$ cat config.mk
export PLATFORM = sky130hd
export DESIGN_NAME = waste_bin_door_controller_core
export DESIGN_NICKNAME = d
export VERILOG_FILES = /design/src/wbdc_pkg.sv /design/src/wbdc_ctrl.sv /design/src/wbdc_dpath.sv /design/src/waste_bin_door_controller_core.sv
export SDC_FILE = /design/constraint.sdc
export NUM_CORES = 1
export LEC_CHECK = 0
export BUFFER_PORTS_ARGS = -buffer_cell sky130_fd_sc_hd__buf_2
export CORE_MARGIN = 4
export CORE_UTILIZATION = 50
export CTS_CLUSTER_SIZE = 12
export DETAILED_ROUTE_END_ITERATION = 16
export PLACE_DENSITY = 0.75
export SYNTH_ARGS = -nofsm -noshare
export SYNTH_HDL_FRONTEND = slang
export SYNTH_HIERARCHICAL = 1
export SYNTH_SLANG_ARGS = --single-unit
export TNS_END_PERCENT = 5
$ cat constraint.sdc
create_clock -name clock -period 4 [get_ports clock]
set_input_delay 0 -clock clock [delete_from_list [all_inputs] [get_ports clock]]
set_output_delay 0 -clock clock [all_outputs]
set_load 0.03 [all_outputs]
$ cat src/wbdc_pkg.sv
// ----------------------------------------------------------------------------
// wbdc_pkg
// Shared types, codes and sizes for the waste bin door controller.
// ----------------------------------------------------------------------------
package wbdc_pkg;

   localparam int TIMER_BITS    = 16;
   localparam int LEVEL_BITS    = 10;
   localparam int CFG_TIME_BITS = 16;
   localparam int CSR_DATA_BITS = 16;
   localparam int CSR_IDX_BITS  = 3;
   localparam int ELAPSED_BITS  = 8;
   localparam int CMP_BITS      = (TIMER_BITS > CFG_TIME_BITS) ? TIMER_BITS : CFG_TIME_BITS;

   // percentage: 100 * level difference, then a 7-bit restoring division
   localparam int PCT_BITS      = 7;
   localparam int PCT_PROD_BITS = LEVEL_BITS + PCT_BITS;
   localparam int DIV_STEPS     = PCT_BITS;
   localparam int DIV_CNT_BITS  = $clog2(DIV_STEPS);
   localparam int PCT_FULL      = 100;
   localparam int OPEN_FULL_MIN_MS = 1000;

   // register indexes
   localparam logic [CSR_IDX_BITS-1:0] CSR_OPEN_TIME     = 3'd0;
   localparam logic [CSR_IDX_BITS-1:0] CSR_CLOSE_TIME    = 3'd1;
   localparam logic [CSR_IDX_BITS-1:0] CSR_EMPTYING_TIME = 3'd2;
   localparam logic [CSR_IDX_BITS-1:0] CSR_EMPTY_LEVEL   = 3'd3;
   localparam logic [CSR_IDX_BITS-1:0] CSR_FULL_LEVEL    = 3'd4;

   localparam logic [CFG_TIME_BITS-1:0] RST_OPEN_TIME     = 16'd5000;
   localparam logic [CFG_TIME_BITS-1:0] RST_CLOSE_TIME    = 16'd2000;
   localparam logic [CFG_TIME_BITS-1:0] RST_EMPTYING_TIME = 16'd3000;
   localparam logic [LEVEL_BITS-1:0]    RST_EMPTY_LEVEL   = LEVEL_BITS'(200);
   localparam logic [LEVEL_BITS-1:0]    RST_FULL_LEVEL    = LEVEL_BITS'(20);

   typedef enum logic [2:0] {
      MODE_IDLE     = 3'd0,
      MODE_OPEN     = 3'd1,
      MODE_SLEEP    = 3'd2,
      MODE_CLOSE    = 3'd3,
      MODE_EMPTYING = 3'd4,
      MODE_FULL     = 3'd5
   } mode_type;

   localparam logic [1:0] DOOR_NONE    = 2'd0;
   localparam logic [1:0] DOOR_OPEN    = 2'd1;
   localparam logic [1:0] DOOR_CLOSE   = 2'd2;
   localparam logic [1:0] DOOR_REVERSE = 2'd3;

   localparam logic [2:0] MSG_NONE       = 3'd0;
   localparam logic [2:0] MSG_PRESS_OPEN = 3'd1;
   localparam logic [2:0] MSG_OPENED     = 3'd2;
   localparam logic [2:0] MSG_RECEIVED   = 3'd3;
   localparam logic [2:0] MSG_EMPTYING   = 3'd4;
   localparam logic [2:0] MSG_FULL       = 3'd5;
   localparam logic [2:0] MSG_BLANK      = 3'd6;

   typedef struct packed {
      logic load_in;
      logic eval;
      logic div_step;
      logic write_out;
   } ctrl_cmd_type;

   typedef struct packed {
      logic out_free;
   } ctrl_status_type;

endpackage

$ cat src/wbdc_ctrl.sv
// ----------------------------------------------------------------------------
// wbdc_ctrl
// Sequencer: takes a word, runs the mode step, the division, then the result.
// ----------------------------------------------------------------------------
module wbdc_ctrl (
   input  logic                     clock,
   input  logic                     reset,
   input  logic                     req_valid,
   output logic                     req_stall,
   input  wbdc_pkg::ctrl_status_type status,
   output wbdc_pkg::ctrl_cmd_type   cmd
);

   typedef enum logic [1:0] {
      ST_IDLE,
      ST_EVAL,
      ST_DIV,
      ST_DONE
   } state_type;

   state_type state_ff, state_in;
   logic [wbdc_pkg::DIV_CNT_BITS-1:0] cnt_ff, cnt_in;
   logic div_last;

   assign div_last = (cnt_ff == wbdc_pkg::DIV_CNT_BITS'(wbdc_pkg::DIV_STEPS - 1));

   always_comb begin
      state_in = state_ff;
      cnt_in   = cnt_ff;
      unique case (state_ff)
         ST_IDLE: begin
            if (req_valid) begin
               state_in = ST_EVAL;
            end
         end
         ST_EVAL: begin
            state_in = ST_DIV;
            cnt_in   = '0;
         end
         ST_DIV: begin
            cnt_in = cnt_ff + 1'b1;
            if (div_last) begin
               state_in = ST_DONE;
            end
         end
         ST_DONE: begin
            if (status.out_free) begin
               state_in = ST_IDLE;
            end
         end
         default: state_in = ST_IDLE;
      endcase
   end

   always_ff @(posedge clock) begin
      if (reset) begin
         state_ff <= ST_IDLE;
         cnt_ff   <= '0;
      end else begin
         state_ff <= state_in;
         cnt_ff   <= cnt_in;
      end
   end

   assign req_stall     = (state_ff != ST_IDLE);
   assign cmd.load_in   = (state_ff == ST_IDLE) && req_valid;
   assign cmd.eval      = (state_ff == ST_EVAL);
   assign cmd.div_step  = (state_ff == ST_DIV);
   assign cmd.write_out = (state_ff == ST_DONE) && status.out_free;

endmodule

$ cat src/wbdc_dpath.sv
// ----------------------------------------------------------------------------
// wbdc_dpath
// Config registers, mode state, tick evaluation, fill divider, result word.
// ----------------------------------------------------------------------------
module wbdc_dpath (
   input  logic                                  clock,
   input  logic                                  reset,
   input  wbdc_pkg::ctrl_cmd_type                cmd,
   output wbdc_pkg::ctrl_status_type             status,
   input  logic [wbdc_pkg::ELAPSED_BITS-1:0]     req_elapsed_ms,
   input  logic                                  req_user_present,
   input  logic                                  req_open_button,
   input  logic                                  req_close_button,
   input  logic [wbdc_pkg::LEVEL_BITS-1:0]       req_fill_distance,
   input  logic                                  req_empty_request,
   input  logic                                  req_problem_active,
   input  logic                                  csr_write,
   input  logic [wbdc_pkg::CSR_IDX_BITS-1:0]     csr_index,
   input  logic [wbdc_pkg::CSR_DATA_BITS-1:0]    csr_data,
   output logic                                  rsp_valid,
   input  logic                                  rsp_stall,
   output logic [2:0]                            rsp_mode_now,
   output logic [1:0]                            rsp_door_command,
   output logic [2:0]                            rsp_message_code,
   output logic                                  rsp_green_led,
   output logic                                  rsp_red_led,
   output logic                                  rsp_percent_valid,
   output logic [wbdc_pkg::PCT_BITS-1:0]         rsp_fill_percent
);

   localparam int TB = wbdc_pkg::TIMER_BITS;
   localparam int LB = wbdc_pkg::LEVEL_BITS;
   localparam int PB = wbdc_pkg::PCT_PROD_BITS;
   localparam int QB = wbdc_pkg::PCT_BITS;
   localparam int CB = wbdc_pkg::CMP_BITS;

   // configuration
   logic [wbdc_pkg::CFG_TIME_BITS-1:0] open_time_ff, close_time_ff, empt_time_ff;
   logic [LB-1:0] empty_lvl_ff, full_lvl_ff;

   always_ff @(posedge clock) begin
      if (reset) begin
         open_time_ff <= wbdc_pkg::RST_OPEN_TIME;
         close_time_ff <= wbdc_pkg::RST_CLOSE_TIME;
         empt_time_ff <= wbdc_pkg::RST_EMPTYING_TIME;
         empty_lvl_ff <= wbdc_pkg::RST_EMPTY_LEVEL;
         full_lvl_ff  <= wbdc_pkg::RST_FULL_LEVEL;
      end else if (csr_write) begin
         unique case (csr_index)
            wbdc_pkg::CSR_OPEN_TIME:     open_time_ff  <= csr_data;
            wbdc_pkg::CSR_CLOSE_TIME:    close_time_ff <= csr_data;
            wbdc_pkg::CSR_EMPTYING_TIME: empt_time_ff  <= csr_data;
            wbdc_pkg::CSR_EMPTY_LEVEL:   empty_lvl_ff  <= csr_data[LB-1:0];
            wbdc_pkg::CSR_FULL_LEVEL:    full_lvl_ff   <= csr_data[LB-1:0];
            default: ;
         endcase
      end
   end

   // input word capture
   logic [wbdc_pkg::ELAPSED_BITS-1:0] elapsed_ff;
   logic user_ff, open_btn_ff, close_btn_ff, empty_req_ff, problem_ff;
   logic [LB-1:0] dist_ff;

   always_ff @(posedge clock) begin
      if (cmd.load_in) begin
         elapsed_ff   <= req_elapsed_ms;
         user_ff      <= req_user_present;
         open_btn_ff  <= req_open_button;
         close_btn_ff <= req_close_button;
         dist_ff      <= req_fill_distance;
         empty_req_ff <= req_empty_request;
         problem_ff   <= req_problem_active;
      end
   end

   // controller state
   wbdc_pkg::mode_type mode_ff, mode_in;
   logic entry_ff, entry_in;
   logic [TB-1:0] timer_ff, timer_in;
   logic green_ff, green_in, red_ff, red_in, prob_ff, prob_in;
   logic [1:0] door_in;
   logic [2:0] msg_in;
   logic pvalid_in;

   logic [TB:0]   tsum;
   logic [TB-1:0] tsat;

   assign tsum = {1'b0, timer_ff} + (TB + 1)'(elapsed_ff);
   assign tsat = tsum[TB] ? {TB{1'b1}} : tsum[TB-1:0];

   always_comb begin
      mode_in   = mode_ff;
      entry_in  = entry_ff;
      timer_in  = timer_ff;
      green_in  = green_ff;
      red_in    = red_ff;
      prob_in   = prob_ff;
      door_in   = wbdc_pkg::DOOR_NONE;
      msg_in    = wbdc_pkg::MSG_NONE;
      pvalid_in = 1'b0;
      if (problem_ff) begin
         prob_in = 1'b1;
      end else begin
         entry_in = entry_ff | prob_ff;
         prob_in  = 1'b0;
         if ((mode_ff == wbdc_pkg::MODE_OPEN || mode_ff == wbdc_pkg::MODE_CLOSE ||
              mode_ff == wbdc_pkg::MODE_EMPTYING) && !entry_in) begin
            timer_in = tsat;
         end
         unique case (mode_ff)
            wbdc_pkg::MODE_OPEN: begin
               pvalid_in = 1'b1;
               if (entry_in) begin
                  msg_in   = wbdc_pkg::MSG_OPENED;
                  door_in  = wbdc_pkg::DOOR_OPEN;
                  timer_in = '0;
                  entry_in = 1'b0;
               end
               if (CB'(timer_in) > CB'(open_time_ff) || close_btn_ff) begin
                  mode_in  = wbdc_pkg::MODE_CLOSE;
                  entry_in = 1'b1;
               end
               // full wins over close
               if (dist_ff <= full_lvl_ff &&
                   CB'(timer_in) > CB'(wbdc_pkg::OPEN_FULL_MIN_MS)) begin
                  mode_in  = wbdc_pkg::MODE_FULL;
                  entry_in = 1'b1;
               end
            end
            wbdc_pkg::MODE_SLEEP: begin
               if (entry_in) begin
                  msg_in   = wbdc_pkg::MSG_BLANK;
                  entry_in = 1'b0;
               end
               if (user_ff) begin
                  mode_in  = wbdc_pkg::MODE_IDLE;
                  entry_in = 1'b1;
               end
            end
            wbdc_pkg::MODE_CLOSE: begin
               if (entry_in) begin
                  msg_in   = wbdc_pkg::MSG_RECEIVED;
                  door_in  = wbdc_pkg::DOOR_CLOSE;
                  timer_in = '0;
                  entry_in = 1'b0;
               end
               if (CB'(timer_in) > CB'(close_time_ff)) begin
                  mode_in  = wbdc_pkg::MODE_IDLE;
                  entry_in = 1'b1;
               end
            end
            wbdc_pkg::MODE_EMPTYING: begin
               pvalid_in = 1'b1;
               if (entry_in) begin
                  msg_in   = wbdc_pkg::MSG_EMPTYING;
                  door_in  = wbdc_pkg::DOOR_REVERSE;
                  timer_in = '0;
                  entry_in = 1'b0;
               end
               if (CB'(timer_in) > CB'(empt_time_ff)) begin
                  door_in  = wbdc_pkg::DOOR_CLOSE;
                  mode_in  = wbdc_pkg::MODE_IDLE;
                  entry_in = 1'b1;
               end
            end
            wbdc_pkg::MODE_FULL: begin
               if (entry_in) begin
                  msg_in   = wbdc_pkg::MSG_FULL;
                  door_in  = wbdc_pkg::DOOR_CLOSE;
                  green_in = 1'b0;
                  red_in   = 1'b1;
                  entry_in = 1'b0;
               end
               if (empty_req_ff) begin
                  mode_in  = wbdc_pkg::MODE_EMPTYING;
                  entry_in = 1'b1;
               end
            end
            default: begin
               mode_in = wbdc_pkg::MODE_IDLE;
               if (user_ff) begin
                  if (entry_in) begin
                     green_in = 1'b1;
                     red_in   = 1'b0;
                     msg_in   = wbdc_pkg::MSG_PRESS_OPEN;
                     entry_in = 1'b0;
                  end
                  if (open_btn_ff) begin
                     mode_in  = wbdc_pkg::MODE_OPEN;
                     entry_in = 1'b1;
                  end
               end else begin
                  mode_in  = wbdc_pkg::MODE_SLEEP;
                  entry_in = 1'b1;
               end
            end
         endcase
      end
   end

   always_ff @(posedge clock) begin
      if (reset) begin
         mode_ff  <= wbdc_pkg::MODE_IDLE;
         entry_ff <= 1'b1;
         timer_ff <= '0;
         green_ff <= 1'b0;
         red_ff   <= 1'b0;
         prob_ff  <= 1'b0;
      end else if (cmd.eval) begin
         mode_ff  <= mode_in;
         entry_ff <= entry_in;
         timer_ff <= timer_in;
         green_ff <= green_in;
         red_ff   <= red_in;
         prob_ff  <= prob_in;
      end
   end

   // tick result held while the division runs
   logic [2:0] res_mode_ff, res_msg_ff;
   logic [1:0] res_door_ff;
   logic res_pvalid_ff, pct_div_ff;
   logic [QB-1:0] pct_fixed_ff;

   // fill percentage: fixed ends, otherwise 100*(E-d)/(E-F) by restoring division
   logic pct_zero, pct_hundred;
   logic [LB-1:0] num_diff, den_diff;
   logic [PB-1:0] num_init, den_init;
   logic [PB-1:0] rem_ff, rem_in, dsh_ff, dsh_in;
   logic [QB-1:0] quo_ff, quo_in;

   assign pct_zero    = (dist_ff >= empty_lvl_ff);
   assign pct_hundred = (dist_ff <= full_lvl_ff);
   assign num_diff    = empty_lvl_ff - dist_ff;
   assign den_diff    = empty_lvl_ff - full_lvl_ff;
   assign num_init    = PB'(num_diff) * PB'(wbdc_pkg::PCT_FULL);
   assign den_init    = PB'(den_diff) << (wbdc_pkg::DIV_STEPS - 1);

   always_comb begin
      rem_in = rem_ff;
      quo_in = {quo_ff[QB-2:0], 1'b0};
      dsh_in = dsh_ff >> 1;
      if (rem_ff >= dsh_ff) begin
         rem_in = rem_ff - dsh_ff;
         quo_in = {quo_ff[QB-2:0], 1'b1};
      end
   end

   always_ff @(posedge clock) begin
      if (cmd.eval) begin
         res_mode_ff   <= 3'(mode_in);
         res_door_ff   <= door_in;
         res_msg_ff    <= msg_in;
         res_pvalid_ff <= pvalid_in;
         pct_div_ff    <= pvalid_in && !pct_zero && !pct_hundred;
         pct_fixed_ff  <= (pvalid_in && !pct_zero) ? QB'(wbdc_pkg::PCT_FULL) : '0;
         rem_ff        <= num_init;
         dsh_ff        <= den_init;
         quo_ff        <= '0;
      end else if (cmd.div_step) begin
         rem_ff <= rem_in;
         dsh_ff <= dsh_in;
         quo_ff <= quo_in;
      end
   end

   logic [QB-1:0] pct_final;
   assign pct_final = !pct_div_ff ? pct_fixed_ff :
                      (quo_ff > QB'(wbdc_pkg::PCT_FULL)) ? QB'(wbdc_pkg::PCT_FULL) : quo_ff;

   // output word register
   logic rsp_valid_ff, rsp_valid_in;
   logic [2:0] out_mode_ff, out_msg_ff;
   logic [1:0] out_door_ff;
   logic out_green_ff, out_red_ff, out_pvalid_ff;
   logic [QB-1:0] out_pct_ff;

   always_comb begin
      rsp_valid_in = rsp_valid_ff;
      if (cmd.write_out) begin
         rsp_valid_in = 1'b1;
      end else if (!rsp_stall) begin
         rsp_valid_in = 1'b0;
      end
   end

   always_ff @(posedge clock) begin
      if (reset) begin
         rsp_valid_ff <= 1'b0;
      end else begin
         rsp_valid_ff <= rsp_valid_in;
      end
   end

   always_ff @(posedge clock) begin
      if (cmd.write_out) begin
         out_mode_ff   <= res_mode_ff;
         out_door_ff   <= res_door_ff;
         out_msg_ff    <= res_msg_ff;
         out_green_ff  <= green_ff;
         out_red_ff    <= red_ff;
         out_pvalid_ff <= res_pvalid_ff;
         out_pct_ff    <= pct_final;
      end
   end

   assign status.out_free   = !rsp_valid_ff || !rsp_stall;
   assign rsp_valid         = rsp_valid_ff;
   assign rsp_mode_now      = out_mode_ff;
   assign rsp_door_command  = out_door_ff;
   assign rsp_message_code  = out_msg_ff;
   assign rsp_green_led     = out_green_ff;
   assign rsp_red_led       = out_red_ff;
   assign rsp_percent_valid = out_pvalid_ff;
   assign rsp_fill_percent  = out_pct_ff;

endmodule

$ cat src/waste_bin_door_controller_core.sv
// Waste bin door controller: one input word is one task tick; each tick gives
// exactly one result word with the mode after the tick, door and message codes,
// LED levels and, in the open and emptying modes, the fill percentage. A result
// word is valid once its tick has gone through the mode step, the restoring
// fill-percentage divider and the result write, and the next tick is taken in
// the cycle after the result write; a word is not taken before the result of
// the last one is written. A new word is taken while the previous result still
// waits in the output register; a finished result that finds the output
// register still stalled holds the sequencer, and the input stalls, until it
// can be written. Configuration registers are written through the csr port
// and take effect on the next tick.
// ----------------------------------------------------------------------------
// waste_bin_door_controller_core
// Top level: sequencer plus datapath.
// ----------------------------------------------------------------------------
module waste_bin_door_controller_core (
   input  logic                                  clock,
   input  logic                                  reset,
   input  logic                                  req_valid,
   output logic                                  req_stall,
   input  logic [wbdc_pkg::ELAPSED_BITS-1:0]     req_elapsed_ms,
   input  logic                                  req_user_present,
   input  logic                                  req_open_button,
   input  logic                                  req_close_button,
   input  logic [wbdc_pkg::LEVEL_BITS-1:0]       req_fill_distance,
   input  logic                                  req_empty_request,
   input  logic                                  req_problem_active,
   output logic                                  rsp_valid,
   input  logic                                  rsp_stall,
   output logic [2:0]                            rsp_mode_now,
   output logic [1:0]                            rsp_door_command,
   output logic [2:0]                            rsp_message_code,
   output logic                                  rsp_green_led,
   output logic                                  rsp_red_led,
   output logic                                  rsp_percent_valid,
   output logic [wbdc_pkg::PCT_BITS-1:0]         rsp_fill_percent,
   input  logic                                  csr_write,
   input  logic [wbdc_pkg::CSR_IDX_BITS-1:0]     csr_index,
   input  logic [wbdc_pkg::CSR_DATA_BITS-1:0]    csr_data
);

   wbdc_pkg::ctrl_cmd_type    cmd;
   wbdc_pkg::ctrl_status_type status;

   wbdc_ctrl u_ctrl (
      .clock     (clock),
      .reset     (reset),
      .req_valid (req_valid),
      .req_stall (req_stall),
      .status    (status),
      .cmd       (cmd)
   );

   wbdc_dpath u_dpath (
      .clock              (clock),
      .reset              (reset),
      .cmd                (cmd),
      .status             (status),
      .req_elapsed_ms     (req_elapsed_ms),
      .req_user_present   (req_user_present),
      .req_open_button    (req_open_button),
      .req_close_button   (req_close_button),
      .req_fill_distance  (req_fill_distance),
      .req_empty_request  (req_empty_request),
      .req_problem_active (req_problem_active),
      .csr_write          (csr_write),
      .csr_index          (csr_index),
      .csr_data           (csr_data),
      .rsp_valid          (rsp_valid),
      .rsp_stall          (rsp_stall),
      .rsp_mode_now       (rsp_mode_now),
      .rsp_door_command   (rsp_door_command),
      .rsp_message_code   (rsp_message_code),
      .rsp_green_led      (rsp_green_led),
      .rsp_red_led        (rsp_red_led),
      .rsp_percent_valid  (rsp_percent_valid),
      .rsp_fill_percent   (rsp_fill_percent)
   );

endmodule

== Yosys cells after proc, flatten, opt, wreduce, memory -nomap -nowiden ==
Cells that the tools add are included.
Widths: inputs -> output; s select.

* Register bits after elaboration: 195
* Latch bits: 0
* RAM bits: 0
* ROM bits: 0
* Input bits: 47
* Output and inout bits: 20
* Logic and storage cells: 174
* Memories kept: 0

* Add/subtract/negate cells: 5
* Multiply operators: 1
* Div/mod/pow operators: 0
* $lt $le $gt $ge: 8
* Equality and inequality tests: 17
* Shifts and indexed selects: 0
* Mux-type cells: 67
* Bitwise gates (word level): 3
* Reductions and logical operators: 34

{| class="wikitable"
|+ Operator list
! cell !! count
|-
| $mux 16 || 11
|-
| $mux 17 || 3
|-
| $gt 16x16->1 || 3
|-
| $pmux 16 s3 || 1
|-
| $mux 3 || 11
|-
| $pmux 3 s5 || 2
|-
| $mux 1 || 21
|-
| $mux 7 || 3
|-
| $sub 10x10->10 || 2
|-
| $mux 2 || 9
|-
| $add 16x8->17 || 1
|-
| $ge 17x16->1 || 1
|-
| $sub 17x16->17 || 1
|-
| $gt 16x10->1 const B || 1
|-
| $reduce_and 2->1 || 8
|-
| $mul 10x5->15 const B || 1
|-
| $eq 3x2->1 const B || 4
|-
| $eq 3x3->1 const B || 4
|-
| $ge 10x10->1 || 1
|-
| $le 10x10->1 || 1
|-
| $pmux 2 s4 || 1
|-
| $reduce_bool 2->1 || 4
|-
| $gt 7x7->1 const B || 1
|-
| $eq 3x1->1 const B || 2
|-
| other kinds (20) || 38
|}

== Logic depth before layout (Yosys ltp) ==
* Depth after elaboration: 14
* Gate-level depth with buffers: 24
* Mapped depth without buffers: 24

== Cells and area by module ==
Netlist, hierarchy kept.

{| class="wikitable"
|+ By module, submodules not included
! module !! instances !! cells an instance !! area each (sq um) !! sequential area each (sq um)
|-
| wbdc_dpath || 1 || 1322 || 11598.6 || 4454.3
|-
| wbdc_ctrl || 1 || 39 || 347.8 || 100.1
|}

== Worst setup path before layout ==
No wires, ideal clock.

* Path type: register to register
* Start point: register u_dpath.empty_lvl_ff[0]
* End point: register u_dpath.rem_ff[16] (data pin)
* Setup time: 0.256 ns
* Arrival time: 4.118 ns
* Data required time: 3.744 ns
* Path slack: -0.375 ns
* Stages on the path, launching flop included: 23
* Buffers on the path: 0
* Clock period less this slack: 4.375 ns
* Path through: dfxtp_1 inv_1 ha_1 inv_1 fa_1 nand2_1 nand2_1 a21oi_1 o21ai_0 a21oi_1 xnor2_1 ha_1 ha_1 inv_1 fa_1 inv_1 ha_1 a21oi_1 o21bai_1 a21oi_1 o21ai_0 xor2_1 a22o_1

* Word-level cells in the longest chain between the ends: 3

{| class="wikitable"
|+ RTL lines
! what !! RTL line !! source
|-
| from (decl) || wbdc_dpath.sv:39 || <nowiki>logic [LB-1:0] empty_lvl_ff, full_lvl_ff;</nowiki>
|-
| from (signal assigned) || wbdc_dpath.sv:46 || <nowiki>empty_lvl_ff <= wbdc_pkg::RST_EMPTY_LEVEL;</nowiki>
|-
| from (signal assigned) || wbdc_dpath.sv:53 || <nowiki>wbdc_pkg::CSR_EMPTY_LEVEL: empty_lvl_ff <= csr_data[LB-1:0];</nowiki>
|-
| $sub 10x10->10 || wbdc_dpath.sv:235 || <nowiki>assign num_diff = empty_lvl_ff - dist_ff;</nowiki>
|-
| $mul 10x5->15 || wbdc_dpath.sv:237 || <nowiki>assign num_init = PB'(num_diff) * PB'(wbdc_pkg::PCT_FULL);</nowiki>
|-
| $mux 17 || wbdc_dpath.sv:251 || <nowiki>if (cmd.eval) begin</nowiki>
|-
| to (signal assigned) || wbdc_dpath.sv:258 || <nowiki>rem_ff <= num_init;</nowiki>
|-
| to (signal assigned) || wbdc_dpath.sv:262 || <nowiki>rem_ff <= rem_in;</nowiki>
|-
| to (decl) || wbdc_dpath.sv:230 || <nowiki>logic [PB-1:0] rem_ff, rem_in, dsh_ff, dsh_in;</nowiki>
|}

Every way passes these cells.
A chain may end at the register's enable or synchronous reset.

== Final worst setup path ==
* Start point: register u_dpath/elapsed_ff[7] (netlist name)
* End point: register u_dpath.res_mode_ff[1] (data pin)

* Word-level cells in the longest chain between the ends: 12
* Elaborated cells on any way between the ends: 22
* Those cells by class: add/sub: 1; order compare: 4; mux: 15; reduce/logical: 2

{| class="wikitable"
|+ RTL lines
! what !! RTL line !! source
|-
| from (decl) || wbdc_dpath.sv:61 || <nowiki>logic [wbdc_pkg::ELAPSED_BITS-1:0] elapsed_ff;</nowiki>
|-
| from (signal assigned) || wbdc_dpath.sv:67 || <nowiki>elapsed_ff <= req_elapsed_ms;</nowiki>
|-
| $add 16x8->17 * || wbdc_dpath.sv:89 || <nowiki>assign tsum = {1'b0, timer_ff} + (TB + 1)'(elapsed_ff);</nowiki>
|-
| $mux 16 * || wbdc_dpath.sv:90 || <nowiki>assign tsat = tsum[TB] ? {TB{1'b1}} : tsum[TB-1:0];</nowiki>
|-
| $mux 16 * || wbdc_dpath.sv:107 || <nowiki>if ((mode_ff == wbdc_pkg::MODE_OPEN || mode_ff == wbdc_pkg::MODE_CLOSE ||</nowiki>
|-
| $mux 16 * || wbdc_dpath.sv:114, wbdc_dpath.sv:142, wbdc_dpath.sv:155 ||
|-
| $mux 16 || wbdc_dpath.sv:111 || <nowiki>unique case (mode_ff)</nowiki>
|-
| $mux 16 || wbdc_dpath.sv:102 || <nowiki>if (problem_ff) begin</nowiki>
|-
| $gt 16x16->1 || wbdc_dpath.sv:120 || <nowiki>if (CB'(timer_in) > CB'(open_time_ff) || close_btn_ff) begin</nowiki>
|-
| $logic_or 1x1->1 || wbdc_dpath.sv:120 ||
|-
| $mux 3 || wbdc_dpath.sv:120 ||
|-
| $mux 3 || wbdc_dpath.sv:125 || <nowiki>if (dist_ff <= full_lvl_ff &&</nowiki>
|-
| $pmux 3 s5 * || wbdc_dpath.sv:111 ||
|-
| $mux 3 * || wbdc_dpath.sv:102 ||
|-
| via u_dpath.mode_in[1] || wbdc_dpath.sv:78 || <nowiki>wbdc_pkg::mode_type mode_ff, mode_in;</nowiki>
|-
| to (signal assigned) || wbdc_dpath.sv:252 || <nowiki>res_mode_ff <= 3'(mode_in);</nowiki>
|-
| to (decl) || wbdc_dpath.sv:221 || <nowiki>logic [2:0] res_mode_ff, res_msg_ff;</nowiki>
|}

The timed path passes the listed nets; every way through them passes the cells marked *. The select of a mux whose other input is x is not followed.

==> metrics <==
grt peak-use layer met2; Static Leakage about 6.4 nW; #FFs+latches synth about 190; Post-Route Skew 0.0131 ns; DR vias roughly 11000; initial core utilization 0.509; number of synthesis warnings 6; flop2flop setup slack -0.27 ns; setup ws final -0.271 ns; Worst-path clk slew 0.08 ns; fill count roughly 1900; initial antenna violation count 0; DR WL/cell about 16 um; setup TNS -1.34 ns; area of the core ~23000 um2; crit path max fanout 4; die width around 160 um; HPWL after detailed placement between 20000 and 25000 um; RSZ-0062 raised after global routing yes; switching power between 0.003 and 0.004 W; element type at the critical path start register; final hold vios 0; gr usage total 0.237; H-tree levels 4; Top Ports 67; power density cells between 600 and 700 nW/um2; area of the multi-input gates between 7000 and 8000 um2; M2 GR Usage 0.420; crit path DAT between 4 and 5 ns; Gate power share 0.563; peak supply drop 0.646 mV; standard-cell rows between 50 and 60; first-pass GRT wire length ~51000 um; synthesized cell area roughly 12000 um2; met3 Use GR 0.0291; Worst Hold Class in2reg; Die Y around 160 um; ys async rst share 0; sequential fraction of design power 0.263; Finished Cell Area around 15000 um2; worst hold margin between 0.15 and 0.2 ns; DRT antenna net count 0; Net Count, Synth 1550; Sw Ratio 0.378; Post-synth EDFFs 77; Setup-failing EPs final 11; clk buf depth 2; share of cells above drive strength 1 0.216; max-slew violation count 0; Via density about 5.6; Slew HR 0.377; drt drc 0; DR pass1 iterations 6; Netlist cell types 80; crit end category register; Root Buffer clkbuf_16; TritonCTS Sinks around 190; Power Internal 0.00623 W; Sequential Area 4560 um2; final period utilization 1.07; via count of the first global-routing pass roughly 10000; CTS tree built; fin nets between 1500 and 2000; outcome finished with violations; initial DRC count 763; number of max-cap violations 0; placed cell area roughly 14000 um2; syn avg cell area ~8.8 um2; DRT Wirelength 31700 um; min cycle time layout ~4.3 ns; total die area ~26000 um2; grt total ovfl 0; failing checks negative setup slack; Worst-Skew Late Latency roughly 0.43 ns; Mapped Cells ~1400; cts bufs inserted 17; Placer Congestion between 0.9 and 1; Seq/Total Area, Yosys 0.381; DP Worst Slack -0.546 ns; Most used DFF post-synth dfxtp_1; port bufs 66; clock power share 0.174; Slew @ Worst Pin between 0.9 and 1 ns; grt met1 use 0.299; WP data required ~4.2 ns; largest net degree at the start of global routing 63; critical path type reg2reg; Max Freq between 0.2 and 0.25 GHz; Syn-to-layout area delta 25.9%; ANT cells 0
-- logic make-up (layout without fill, tap and decap cells) --
| logic type | count (synthesis) | count (layout) | synth area share |
|---|---|---|---|
| fa+ha+maj | 142 | 142 | 0.154 |
| flops | 189 | 189 | 0.381 |
| compound gates | 358 | 358 | 0.193 |
| buf+inv | 177 | 417 | 0.0568 |
| xor+xnor | 49 | 49 | 0.0359 |
| simple gates | 428 | 428 | 0.163 |
| mux | 18 | 18 | 0.0152 |
-- sequential cells by signal, indices dropped and copies added, names as in the netlist, 10 cells and up --
signal	cells
u_dpath/timer_ff	16
u_dpath/empt_time_ff	16
u_dpath/empty_lvl_ff	10
u_dpath/dsh_ff	16
u_dpath/close_time_ff	16
u_dpath/dist_ff	10
u_dpath/open_time_ff	16
u_dpath/rem_ff	17
u_dpath/full_lvl_ff	10
-- cells in the final DEF (no fill, tap or decap), drive strengths merged, types with 23 or more instances in the layout --
cell type,n
buf,213
nand2,207
inv,137
ha,133
a21oi,124
dfxtp,112
nor2,87
edfxtp,77
o21ai,70
dlygate4sd3,41
xnor2,34
o211ai,28
nand3,24
a21o,23
-- final timing paths --
path | startpoint | to | cells past startpoint
max reg2reg | u_dpath/elapsed_ff[7] | u_dpath/res_mode_ff[1] | 17
max | u_dpath/elapsed_ff[7] | u_dpath/res_mode_ff[1] | 17
min reg2reg | u_dpath/res_door_ff[0] | u_dpath/rsp_door_command[0] | 0
min | csr_index[1] | u_dpath/close_time_ff[5] | 5
-- cell usage after synthesis (3+ instances only) --
| cell type | number | area (um2) |
|---|---|---|
| a2111oi_0 | 5 | 43.8 |
| a211oi_1 | 9 | 67.6 |
| a21boi_0 | 4 | 30.0 |
| a21o_1 | 23 | 173 |
| a21oi_1 | 122 | 611 |
| a22o_1 | 6 | 52.6 |
| a311oi_1 | 3 | 26.3 |
| a31o_2 | 5 | 43.8 |
| a31oi_1 | 17 | 106 |
| and2_1 | 9 | 56.3 |
| and3_1 | 10 | 62.6 |
| and4_1 | 3 | 26.3 |
| buf_2 | 5 | 25.0 |
| clkbuf_1 | 37 | 139 |
| dfxtp_1 | 112 | 2240 |
| edfxtp_1 | 77 | 2310 |
| fa_1 | 9 | 180 |
| ha_1 | 133 | 1660 |
| inv_1 | 130 | 488 |
| mux2i_1 | 17 | 170 |
| nand2_1 | 205 | 769 |
| nand2b_1 | 15 | 93.8 |
| nand3_1 | 22 | 110 |
| nand3b_1 | 5 | 37.5 |
| nand4_1 | 12 | 75.1 |
| nor2_1 | 85 | 319 |
| nor2b_1 | 16 | 100 |
| nor3_1 | 17 | 85.1 |
| nor3b_1 | 3 | 22.5 |
| nor4_1 | 4 | 25.0 |
| o211ai_1 | 27 | 203 |
| o21a_1 | 9 | 67.6 |
| o21ai_0 | 68 | 340 |
| o21bai_1 | 9 | 67.6 |
| o22ai_1 | 7 | 43.8 |
| o31ai_1 | 11 | 82.6 |
| or2_2 | 5 | 31.3 |
| or3_1 | 4 | 25.0 |
| xnor2_1 | 34 | 298 |
| xor2_1 | 15 | 131 |
-- area by class of cell --
cell class              instances  area share
multi-input cells             995       0.473
flip-flops and latches        189       0.303
repair buffers                254       0.124
inverters                     131      0.0327
clock buffers                  17      0.0283
well taps                     319      0.0265
clock inverters                15      0.0121
-- through the flow --
step                      std cells  power (W)   util
after floorplan                1361    0.00622      -
after global placement         1833    0.00769  0.581
after detailed placement       1833    0.00781  0.581
after CTS                      1915    0.00982  0.632
after global routing           1920     0.0108  0.641
final                          1920     0.0100  0.641
-- worst max-delay path, cell delays in order, from the launching register on --
cell,delay (ns)
edfxtp_1,0.37
ha_1,0.30
a21oi_1,0.14
buf_4,0.20
a2111oi_4,0.48
a21oi_4,0.12
buf_4,0.15
a311oi_2,0.35
buf_4,0.20
ha_1,0.26
nand3_1,0.11
nor3_1,0.05
mux2_1,0.32
o32a_1,0.20
o21ai_2,0.22
nor2_2,0.08
a2111oi_2,0.35
a21oi_1,0.08
-- repair_timing --
item	4_1_cts	5_1_grt
setup endpoints to repair	13	15
resized for setup	33	33
pin swaps	28	25
hold buffers	41	0
hold endpoints to repair	93	0
buffers inserted	9	5
-- per-layer routing --
metal | share of wire | wire (um) | vias up
met1 | 0.43 | 13700 | 5043
met4 | 0.030 | 948 | 0
met5 | 0 | 0 | -
li1 | - | - | 5257
met2 | 0.50 | 15700 | 304
met3 | 0.040 | 1270 | 69
-- power groups by stage --
stage               registers, W  logic (W)  clock network [W]
detailed placement       0.00267    0.00514                  0
global route             0.00266    0.00628            0.00185
global placement         0.00266    0.00502                  0
finish                   0.00263    0.00564            0.00175
floorplan                0.00264    0.00358                  0
CTS                      0.00263    0.00543            0.00177
No activity file was read; power rests on OpenSTA's default activity.
